[src/rtl/core/cartridge_bank_mapper_with_irq_counter_core_defines.svh]
// assertion macros for the cartridge bank mapper core
// no dependencies; expects clk and rst_n in the including scope
`ifndef CARTRIDGE_BANK_MAPPER_WITH_IRQ_COUNTER_CORE_DEFINES_SVH
`define CARTRIDGE_BANK_MAPPER_WITH_IRQ_COUNTER_CORE_DEFINES_SVH
`ifndef ASSERT_OFF
`define CBM_ASSERT_IMP(lbl, pre, post) \
    lbl: assert property (@(posedge clk) disable iff (!rst_n) (pre) |-> (post)) \
        else $error("cbm assertion failed");
`define CBM_ASSERT_NXT(lbl, pre, post) \
    lbl: assert property (@(posedge clk) disable iff (!rst_n) (pre) |=> (post)) \
        else $error("cbm assertion failed");
`else
`define CBM_ASSERT_IMP(lbl, pre, post)
`define CBM_ASSERT_NXT(lbl, pre, post)
`endif
`endif

[src/rtl/core/cbm_pkg.sv]
// constants and codes for the cartridge bank mapper core
// no dependencies
package cbm_pkg;

    localparam int IN_W  = 56;
    localparam int OUT_W = 24;
    localparam int NUM_BANKS = 11;

    // item kinds
    localparam logic [1:0] MODE_WRITE  = 2'd0;
    localparam logic [1:0] MODE_CYCLES = 2'd1;
    localparam logic [1:0] MODE_LINE   = 2'd2;
    localparam logic [1:0] MODE_LOOKUP = 2'd3;

    // write decode, address masked with 0xF001
    localparam logic [15:0] DEC_MASK    = 16'hF001;
    localparam logic [15:0] REG_COMMAND = 16'h8000;
    localparam logic [15:0] REG_BANK    = 16'h8001;
    localparam logic [15:0] REG_MIRROR  = 16'hA000;
    localparam logic [15:0] REG_LATCH   = 16'hC000;
    localparam logic [15:0] REG_RELOAD  = 16'hC001;
    localparam logic [15:0] REG_IRQ_OFF = 16'hE000;
    localparam logic [15:0] REG_IRQ_ON  = 16'hE001;

    localparam logic [8:0] SKIP_LINE = 9'd240;

    // sequencer states
    localparam logic [1:0] ST_IDLE   = 2'd0;
    localparam logic [1:0] ST_EXEC   = 2'd1;
    localparam logic [1:0] ST_COUNT  = 2'd2;
    localparam logic [1:0] ST_FINISH = 2'd3;

endpackage

[src/rtl/core/cartridge_bank_mapper_with_irq_counter_core.sv]
// Writes, scanline events and lookups go from accept through ST_EXEC and ST_FINISH
// to the result register; cycle reports in cycle mode also run ST_COUNT for the
// n = (prescaler + cycles) >> 2 counter decrements, up to 256, all run through one
// shared 8-bit decrementer. ST_FINISH holds while the output register is full and
// not taken; the finished result waits in that register while the next item is taken.
// Reset (rst_n low, async): bank registers 0xFF, other mapper state and the sequencer zero, no result.
`include "cartridge_bank_mapper_with_irq_counter_core_defines.svh"

module cartridge_bank_mapper_with_irq_counter_core
(
    input  logic                     clk,
    input  logic                     rst_n,
    input  logic                     s_tvalid,
    output logic                     s_tready,
    // cpu_address[15:0], data[23:16], cycles[33:24], scanline[42:34], ppu_address[55:43]
    input  logic [cbm_pkg::IN_W-1:0] s_tdata,
    // mode[1:0]
    input  logic [1:0]               s_tuser,
    output logic                     m_tvalid,
    input  logic                     m_tready,
    // irq_line[0], mirror_select[1], chr_bank[9:2], prg_bank[17:10],
    // prg_region[19:18], zero fill[23:20]
    output logic [cbm_pkg::OUT_W-1:0] m_tdata
);
    import cbm_pkg::*;

    logic [1:0]  state_reg, state_next;

    // latched item
    logic [1:0]  mode_reg;
    logic [15:0] cpu_reg;
    logic [7:0]  data_reg;
    logic [9:0]  cycles_reg;
    logic [8:0]  line_reg;
    logic [12:0] ppu_reg;

    // mapper state
    logic [7:0]  bank_reg [NUM_BANKS];
    logic [7:0]  command_reg;
    logic        mirror_reg;
    logic        reload_pending_reg;
    logic        cycle_mode_reg;
    logic [7:0]  counter_reg;
    logic [7:0]  latch_reg;
    logic        irq_enable_reg;
    logic [1:0]  prescaler_reg;
    logic        irq_level_reg;
    logic [8:0]  steps_reg;

    logic              out_valid_reg;
    logic [OUT_W-1:0]  out_data_reg;

    logic [7:0]  dec_value;
    logic        dec_irq;
    logic [10:0] cycle_total;
    logic [15:0] wr_code;
    logic        out_load;
    logic [7:0]  chr_value;
    logic [7:0]  prg_value;
    logic [1:0]  region_value;

    assign s_tready = (state_reg == ST_IDLE);
    assign m_tvalid = out_valid_reg;
    assign m_tdata  = out_data_reg;

    // shared decrement unit
    assign dec_value = counter_reg - 8'd1;
    assign dec_irq   = (dec_value == 8'hFF) && irq_enable_reg;

    assign cycle_total = {9'd0, prescaler_reg} + {1'b0, cycles_reg};
    assign wr_code     = cpu_reg & DEC_MASK;
    assign out_load    = (state_reg == ST_FINISH) && (!out_valid_reg || m_tready);

    // sequencer
    always_comb
    begin
        state_next = state_reg;
        case (state_reg)
            ST_IDLE:
            begin
                if (s_tvalid)
                    state_next = ST_EXEC;
            end
            ST_EXEC:
            begin
                if (mode_reg == MODE_CYCLES && cycle_mode_reg && cycle_total[10:2] != 9'd0)
                    state_next = ST_COUNT;
                else
                    state_next = ST_FINISH;
            end
            ST_COUNT:
            begin
                if (steps_reg == 9'd1)
                    state_next = ST_FINISH;
            end
            ST_FINISH:
            begin
                if (out_load)
                    state_next = ST_IDLE;
            end
            default: state_next = ST_IDLE;
        endcase
    end

    always_ff @(posedge clk or negedge rst_n)
    begin
        if (!rst_n)
            state_reg <= ST_IDLE;
        else
            state_reg <= state_next;
    end

    // item capture
    always_ff @(posedge clk)
    begin
        if (s_tvalid && s_tready)
        begin
            mode_reg   <= s_tuser;
            cpu_reg    <= s_tdata[15:0];
            data_reg   <= s_tdata[23:16];
            cycles_reg <= s_tdata[33:24];
            line_reg   <= s_tdata[42:34];
            ppu_reg    <= s_tdata[55:43];
        end
    end

    // mapper state updates
    always_ff @(posedge clk or negedge rst_n)
    begin
        if (!rst_n)
        begin
            for (int i = 0; i < NUM_BANKS; i++)
                bank_reg[i] <= 8'hFF;
            command_reg        <= '0;
            mirror_reg         <= 1'b0;
            reload_pending_reg <= 1'b0;
            cycle_mode_reg     <= 1'b0;
            counter_reg        <= '0;
            latch_reg          <= '0;
            irq_enable_reg     <= 1'b0;
            prescaler_reg      <= '0;
            irq_level_reg      <= 1'b0;
            steps_reg          <= '0;
        end
        else if (state_reg == ST_EXEC)
        begin
            case (mode_reg)
                MODE_WRITE:
                begin
                    case (wr_code)
                        REG_COMMAND: command_reg <= data_reg;
                        REG_BANK:
                        begin
                            if (command_reg[3:0] == 4'hF)
                                bank_reg[10] <= data_reg;
                            else if (command_reg[3:0] < 4'd10)
                                bank_reg[command_reg[3:0]] <= data_reg;
                        end
                        REG_MIRROR: mirror_reg <= data_reg[0];
                        REG_LATCH:
                        begin
                            latch_reg <= data_reg;
                            if (reload_pending_reg)
                                counter_reg <= data_reg;
                        end
                        REG_RELOAD:
                        begin
                            reload_pending_reg <= 1'b1;
                            counter_reg        <= latch_reg;
                            cycle_mode_reg     <= data_reg[0];
                        end
                        REG_IRQ_OFF:
                        begin
                            irq_enable_reg <= 1'b0;
                            irq_level_reg  <= 1'b0;
                            if (reload_pending_reg)
                                counter_reg <= latch_reg;
                        end
                        REG_IRQ_ON:
                        begin
                            irq_enable_reg <= 1'b1;
                            if (reload_pending_reg)
                                counter_reg <= latch_reg;
                        end
                        default: ;
                    endcase
                end
                MODE_CYCLES:
                begin
                    if (cycle_mode_reg)
                    begin
                        prescaler_reg <= cycle_total[1:0];
                        steps_reg     <= cycle_total[10:2];
                    end
                end
                MODE_LINE:
                begin
                    if (!cycle_mode_reg && line_reg != SKIP_LINE)
                    begin
                        counter_reg        <= dec_value;
                        reload_pending_reg <= dec_irq;
                        if (dec_irq)
                            irq_level_reg <= 1'b1;
                    end
                end
                default: ;
            endcase
        end
        else if (state_reg == ST_COUNT)
        begin
            // one decrement per cycle
            counter_reg <= dec_value;
            steps_reg   <= steps_reg - 9'd1;
            if (dec_irq)
                irq_level_reg <= 1'b1;
        end
    end

    // character bank lookup
    always_comb
    begin
        case (ppu_reg[12:10])
            3'd0: chr_value = command_reg[5] ? bank_reg[0] : {bank_reg[0][7:1], 1'b0};
            3'd1: chr_value = command_reg[5] ? bank_reg[8] : {bank_reg[0][7:1], 1'b1};
            3'd2: chr_value = command_reg[5] ? bank_reg[1] : {bank_reg[1][7:1], 1'b0};
            3'd3: chr_value = command_reg[5] ? bank_reg[9] : {bank_reg[1][7:1], 1'b1};
            3'd4: chr_value = bank_reg[2];
            3'd5: chr_value = bank_reg[3];
            3'd6: chr_value = bank_reg[4];
            3'd7: chr_value = bank_reg[5];
            default: chr_value = bank_reg[2];
        endcase
    end

    // program bank lookup
    always_comb
    begin
        case (cpu_reg[15:13])
            3'd7:
            begin
                region_value = 2'd2;
                prg_value    = 8'd0;
            end
            3'd6:
            begin
                region_value = 2'd1;
                prg_value    = bank_reg[10];
            end
            3'd5:
            begin
                region_value = 2'd1;
                prg_value    = bank_reg[7];
            end
            3'd4:
            begin
                region_value = 2'd1;
                prg_value    = bank_reg[6];
            end
            default:
            begin
                region_value = 2'd0;
                prg_value    = 8'd0;
            end
        endcase
    end

    // result register
    always_ff @(posedge clk or negedge rst_n)
    begin
        if (!rst_n)
            out_valid_reg <= 1'b0;
        else if (out_load)
            out_valid_reg <= 1'b1;
        else if (m_tready)
            out_valid_reg <= 1'b0;
    end

    always_ff @(posedge clk)
    begin
        if (out_load)
            out_data_reg <= {4'd0, region_value, prg_value, chr_value,
                             ~mirror_reg, irq_level_reg};
    end

    // checks
    `CBM_ASSERT_IMP(a_count_nonzero, state_reg == ST_COUNT, steps_reg != 9'd0)
    `CBM_ASSERT_IMP(a_irq_needs_enable, $rose(irq_level_reg), irq_enable_reg)
    `CBM_ASSERT_NXT(a_finish_delivers, out_load, out_valid_reg && state_reg == ST_IDLE)

endmodule
[config.mk]
export PLATFORM = sky130hd
export DESIGN_NAME = cartridge_bank_mapper_with_irq_counter_core
export DESIGN_NICKNAME = d
export VERILOG_FILES = /design/src/rtl/core/cbm_pkg.sv /design/src/rtl/core/cartridge_bank_mapper_with_irq_counter_core.sv
export VERILOG_INCLUDE_DIRS = /design/src /design/src/rtl/core
export SDC_FILE = /design/constraint.sdc
export NUM_CORES = 1
export LEC_CHECK = 0
export ABC_AREA = 1
export BUFFER_PORTS_ARGS = -buffer_cell sky130_fd_sc_hd__buf_4
export CORE_MARGIN = 2
export CORE_UTILIZATION = 41
export CTS_BUF_LIST = sky130_fd_sc_hd__clkbuf_8 sky130_fd_sc_hd__clkbuf_16
export DETAILED_ROUTE_END_ITERATION = 10
export GPL_ROUTABILITY_DRIVEN = 0
export MAX_ROUTING_LAYER = met4
export PLACE_DENSITY_LB_ADDON = 0.2
export SLEW_MARGIN = 10
export SYNTH_ARGS = -nofsm -noshare
export SYNTH_HDL_FRONTEND = slang
export SYNTH_SLANG_ARGS = --single-unit
export TNS_END_PERCENT = 5
[constraint.sdc]
create_clock -name clk -period 2.2 [get_ports clk]
set_input_delay 0.22 -clock clk [delete_from_list [all_inputs] [get_ports clk]]
set_output_delay 0.22 -clock clk [all_outputs]
set_load 0.1 [all_outputs]
# Word level (Yosys, flattened, before mapping)
# Index checks and enable logic that the tools add are counted.
[word_totals]
regBits = 207
[op_classes]
n_eq_ne = 40
bitwise = 3
n_mux = 40
n_reduce_logical = 34
magnitude_cmp = 3
n_addsub = 3
[ops]
columns = ["operator", "count"]
rows = [
  ["$bwmux W88", 1],
  ["$mux W8", 10],
  ["$pmux W8 S8", 1],
  ["$pmux W8 S3", 2],
  ["$mux W9", 4],
  ["$eq A5 B5 Y1 const B", 7],
  ["$demux W8 S4", 1],
  ["$eq A3 B3 Y1 const B", 8],
  ["$reduce_and A3 Y1", 8],
  ["$pmux W8 S2", 1],
  ["$mux W1", 12],
  ["$ne A2 B2 Y1 const B", 6],
  ["$reduce_and A4 Y1", 3],
  ["$add A2 B10 Y11", 1],
  ["$reduce_bool A2 Y1", 5],
  ["$eq A9 B1 Y1 const B", 1],
  ["$ne A9 B8 Y1 const B", 1],
  ["$reduce_bool A9 Y1", 1],
  ["$sub A9 B1 Y9 const B", 1],
  ["$eq A8 B8 Y1 const B", 1],
  ["$ne A4 B4 Y1 const B", 2],
  ["$pmux W2 S4", 1],
  ["$sub A8 B1 Y8 const B", 1],
  ["$logic_and A1 B1 Y1", 7],
  ["other kinds (26)", 37],
]

# Longest topological paths before layout
[depth]
word_depth = 8
depth_mapped = 13
mapped_depth_nobuf = 12

# Worst setup path after synthesis
# No wires, ideal clock.
[synth_path]
path_type = "flip-flop to flip-flop"
start = "register state_reg[0]"
end = "register cpu_reg[0], enable pin"
t_arrival_ps = 2215
slack_ps = -406
n_path_buf = 0
path_stages_with_launch = 5
period_less_slack_ps = 2606
cell_sequence = "dfrtp_1 -> inv_1 -> ha_1 -> nand2_1 -> inv_1"
[synth_between]
elab_chain_len = 2
[synth_rtl]
columns = ["element", "line_no", "source"]
rows = [
  ["start: declaration", "cartridge_bank_mapper_with_irq_counter_core.sv:27", "logic [1:0] state_reg, state_next;"],
  ["start signal: assignment", "cartridge_bank_mapper_with_irq_counter_core.sv:110", "state_reg <= state_next;"],
  ["$logic_not A2 Y1", "cartridge_bank_mapper_with_irq_counter_core.sv:62", "assign s_tready = (state_reg == ST_IDLE);"],
  ["net s_tready", "cartridge_bank_mapper_with_irq_counter_core.sv:14", "output logic s_tready,"],
  ["$logic_and A1 B1 Y1", "cartridge_bank_mapper_with_irq_counter_core.sv:116", "if (s_tvalid && s_tready)"],
  ["end signal: assignment", "cartridge_bank_mapper_with_irq_counter_core.sv:119", "cpu_reg <= s_tdata[15:0];"],
  ["end: declaration", "cartridge_bank_mapper_with_irq_counter_core.sv:31", "logic [15:0] cpu_reg;"],
]
# The timed path passes the listed nets, and every way through them passes these cells.
# A chain may end at the register's enable or synchronous reset.

# Worst setup path in the final report
[layout_path]
start = "register state_reg[1]"
end = "register bank_reg[61] in the netlist's numbering"
[layout_between]
elab_chain_len = 2
[layout_rtl]
columns = ["element", "line_no", "source"]
rows = [
  ["$eq A2 B1 Y1", "cartridge_bank_mapper_with_irq_counter_core.sv:145", "else if (state_reg == ST_EXEC)"],
  ["$reduce_and A5 Y1 (no source line)", "--", ""],
  ["end signal: indexed assignment", "cartridge_bank_mapper_with_irq_counter_core.sv:157", "bank_reg[command_reg[3:0]] <= data_reg;"],
  ["end: declaration", "cartridge_bank_mapper_with_irq_counter_core.sv:38", "logic [7:0] bank_reg [NUM_BANKS];"],
]
# No other way between the ends.

==> flow_metrics.tcl <==
set metrics [dict create \
    status "finished, final reports clean" \
    rrSetupSlack_ns 0.21 \
    initial_core_util_pct 42.0 \
    drive_gt1_share_pct 22.1 \
    crit_slowest_cell "dfrtp_1" \
    fin_skew_ns 0.0108 \
    critPathRequiredTime_ns 2.55 \
    end_kind "flop" \
    stdcell_count 1326 \
    utilization_pct 51.5 \
    yosysMostFrequentCell "nand2_1" \
    synth_cell_types 41 \
    synth_seq_cells 185 \
    drtIter0Drc 467 \
    cts-root-buf "clkbuf_16" \
    grt_pass1_vias 6336 \
    syn_avg_cell_area_um2 9.28 \
    die-area_mm2 0.0220 \
    overflow 0 \
    rsz0062_at_grt "yes" \
    synth_common_cells "211 x nand2_1, 126 x inv_1, 109 x o21ai_0" \
    core_area_mm2 0.0204 \
    die_w_um 148 \
    worstMarginPinSlew_ns 0.986 \
    vias 6619 \
    async_reset_ff_share_pct 69.2 \
    critPathMaxFanout 16 \
    firstDrtPassIters 5 \
    holdWs_ns 0.0547 \
    numClockSinks 185 \
    synth_top_cell_by_area "dfstp_2" \
    drt-wirelength-per-cell_um 14.8 \
    synthToLayoutAreaGrowth_pct 22.5 \
    antenna_left 0 \
    cts_tree "done" \
    grt_usage_pct 19.1 \
    grt_max_degree 129 \
    crit_type "reg2reg" \
    timing.rr.end "bank_reg[61]" \
    setup_violations 0 \
    diodes 0 \
    synth_area_leaders "dfstp_2 27%, edfxtp_1 20%, dfrtp_1 12%" \
    synth_flop_cell "dfstp_2" \
    cts-htree-levels 4 \
    num_io_pins 88 \
    max_freq_ghz 0.501 \
    hold_end "m_tvalid" \
    die-height_um 148 \
    min_from "m_tready" \
    min_delay_path_depth 4 \
    portBuffers 62 \
    hold_viol 0 \
    relSlewSlack_pct 33.8 \
    start_kind "flop" \
    report.final.slew_viol_count 0 \
    crit_chain "inv_1, ha_1, inv_2, nor2_4, nand2_2, nor2_2, nand3_2, nor2_4, buf_4, nand4_2, buf_4, o21ai_1" \
    synth_edf_count 57 \
    grt_pass1_wl_mm 32.1 \
    netlist_instances 922 \
    yosys_warnings 0 \
    p_total_mw 11.0 \
    power.density_mw_per_mm2 1050 \
    dp.cells 1249 \
    dpl.hpwl_mm 12.9 \
    ir_worst_vdd_mv 0.497 \
    wl_mm 19.6 \
    r2r_cells 12 \
    path_clk_slew_ns 0.07 \
    hp-class "in2reg" \
    yosysSeqAreaShare_pct 58.7 \
    rr_startpoint "state_reg[1]" \
    finalCritPeriodShare_pct 90.6 \
    critical_path_arrival_ns 2.35 \
    leakage_nw 4.26 \
    min_period_ns 1.99 \
    cap_violations 0 \
    insertion_delay_ns 0.43 \
    synthDominantCellAreaShare_pct 27.0 \
    rows 52 \
    drc 0 \
    syn-cell-area_mm2 0.00856 \
    antenna_found_initial 0 \
    nets 1116 \
    cpPeakStageDelay_ns 0.38 \
    cts-buffers-inserted 17 \
    clockBufferDepth 2 \
    largest_reg_flops 88 \
    via_per_inst 4.99 \
]
[critical path, delay by kind of cell (launching register included)]
family	cells	cell delay, ns
DFF	1	0.38
buffers and inverters	4	0.51
and+or+nand+nor	6	0.69
adders and majority gates	1	0.18
AOI/OAI and AO/OA	1	0.16
[cells in the final DEF (no fill, tap or decap), types with 15 or more instances in the layout]
| cell | Yosys | final |
|---|---|---|
| nand2_1 | 211 | 204 |
| inv_1 | 126 | 125 |
| o21ai_0 | 109 | 105 |
| dfstp_2 | 88 | 88 |
| buf_4 | 6 | 83 |
| nor2_1 | 69 | 69 |
| edfxtp_1 | 57 | 57 |
| dfrtp_1 | 40 | 40 |
| dlygate4sd3_1 | 0 | 38 |
| nand3_1 | 32 | 32 |
| o21ai_1 | 27 | 31 |
| a21oi_1 | 23 | 22 |
| clkbuf_16 | 0 | 17 |
| a221oi_1 | 15 | 15 |
[cell families (layout without fill, tap and decap cells)]
family	count (synthesis)	in the layout	synth area share [%]
xor+xnor	10	10	1.02
other cells	1	4	0.0438
compound gates	214	214	14.3
simple gates	342	342	16.7
fa+ha+maj	11	11	1.70
mux	3	3	0.395
flops	185	185	58.7
buf+inv	156	287	7.13
[power breakdown]
part           internal [mW]  switching [mW]  leakage, nW  total, mW
Sequential              4.16           0.294         1.95       4.45
Clock                   1.50            1.40        0.271       2.90
Combinational           1.04            2.62         2.05       3.66
Total                   6.70            4.31         4.26       11.0
[metrics by stage]
step	cell area, um2	setup WS, ns	TNS [ns]
after floorplan	8580	-0.135	-2.71
after global placement	9440	0.0563	0
after detailed placement	9440	0.0165	0
after CTS	10400	-0.00611	-0.00611
after global routing	10500	-0.0113	-0.0204
final	10500	0.206	0
[worst max path at each step]
stage                             from            to  slack (ns)  depth (start not counted)
after floorplan               m_tvalid    m_tdata[0]       -0.14                          1
after global placement    state_reg[1]  bank_reg[32]        0.06                         12
after detailed placement  state_reg[1]  bank_reg[34]        0.02                         12
after CTS                 state_reg[1]  bank_reg[79]      -0.006                         10
after global routing      state_reg[1]  bank_reg[32]       -0.01                         13
final                     state_reg[1]  bank_reg[61]        0.21                         12
[metal layers]
metal / routed length [um] / share of wire (%) / vias to the layer above / global-route usage, %
li1: - / - / 3306 / -
met3: 725 / 3.7 / 14 / 3.59
met5: 0 / 0 / - / -
met4: 170 / 0.87 / 0 / 3.86
met1: 9190 / 47 / 3171 / 25.3
met2: 9500 / 49 / 128 / 31.0
[cell type report]
cell class	instances	area, um2
inverters	128	484
flip-flops and latches	185	5020
repair buffers	127	1120
fillers	1860	9880
multi-input cells	584	2960
clock buffers	18	439
well taps	270	338
clock inverters	14	110
[timing repair]
item / CTS / global route
pin swaps: 1 / 3
gates resized for setup: 0 / 12
setup endpoints to repair: 3 / 75
hold buffers: 38 / 0
buffers inserted: 1 / 6
endpoints found under the hold margin: 77 / 0
Power figures use the tool's default switching activity.
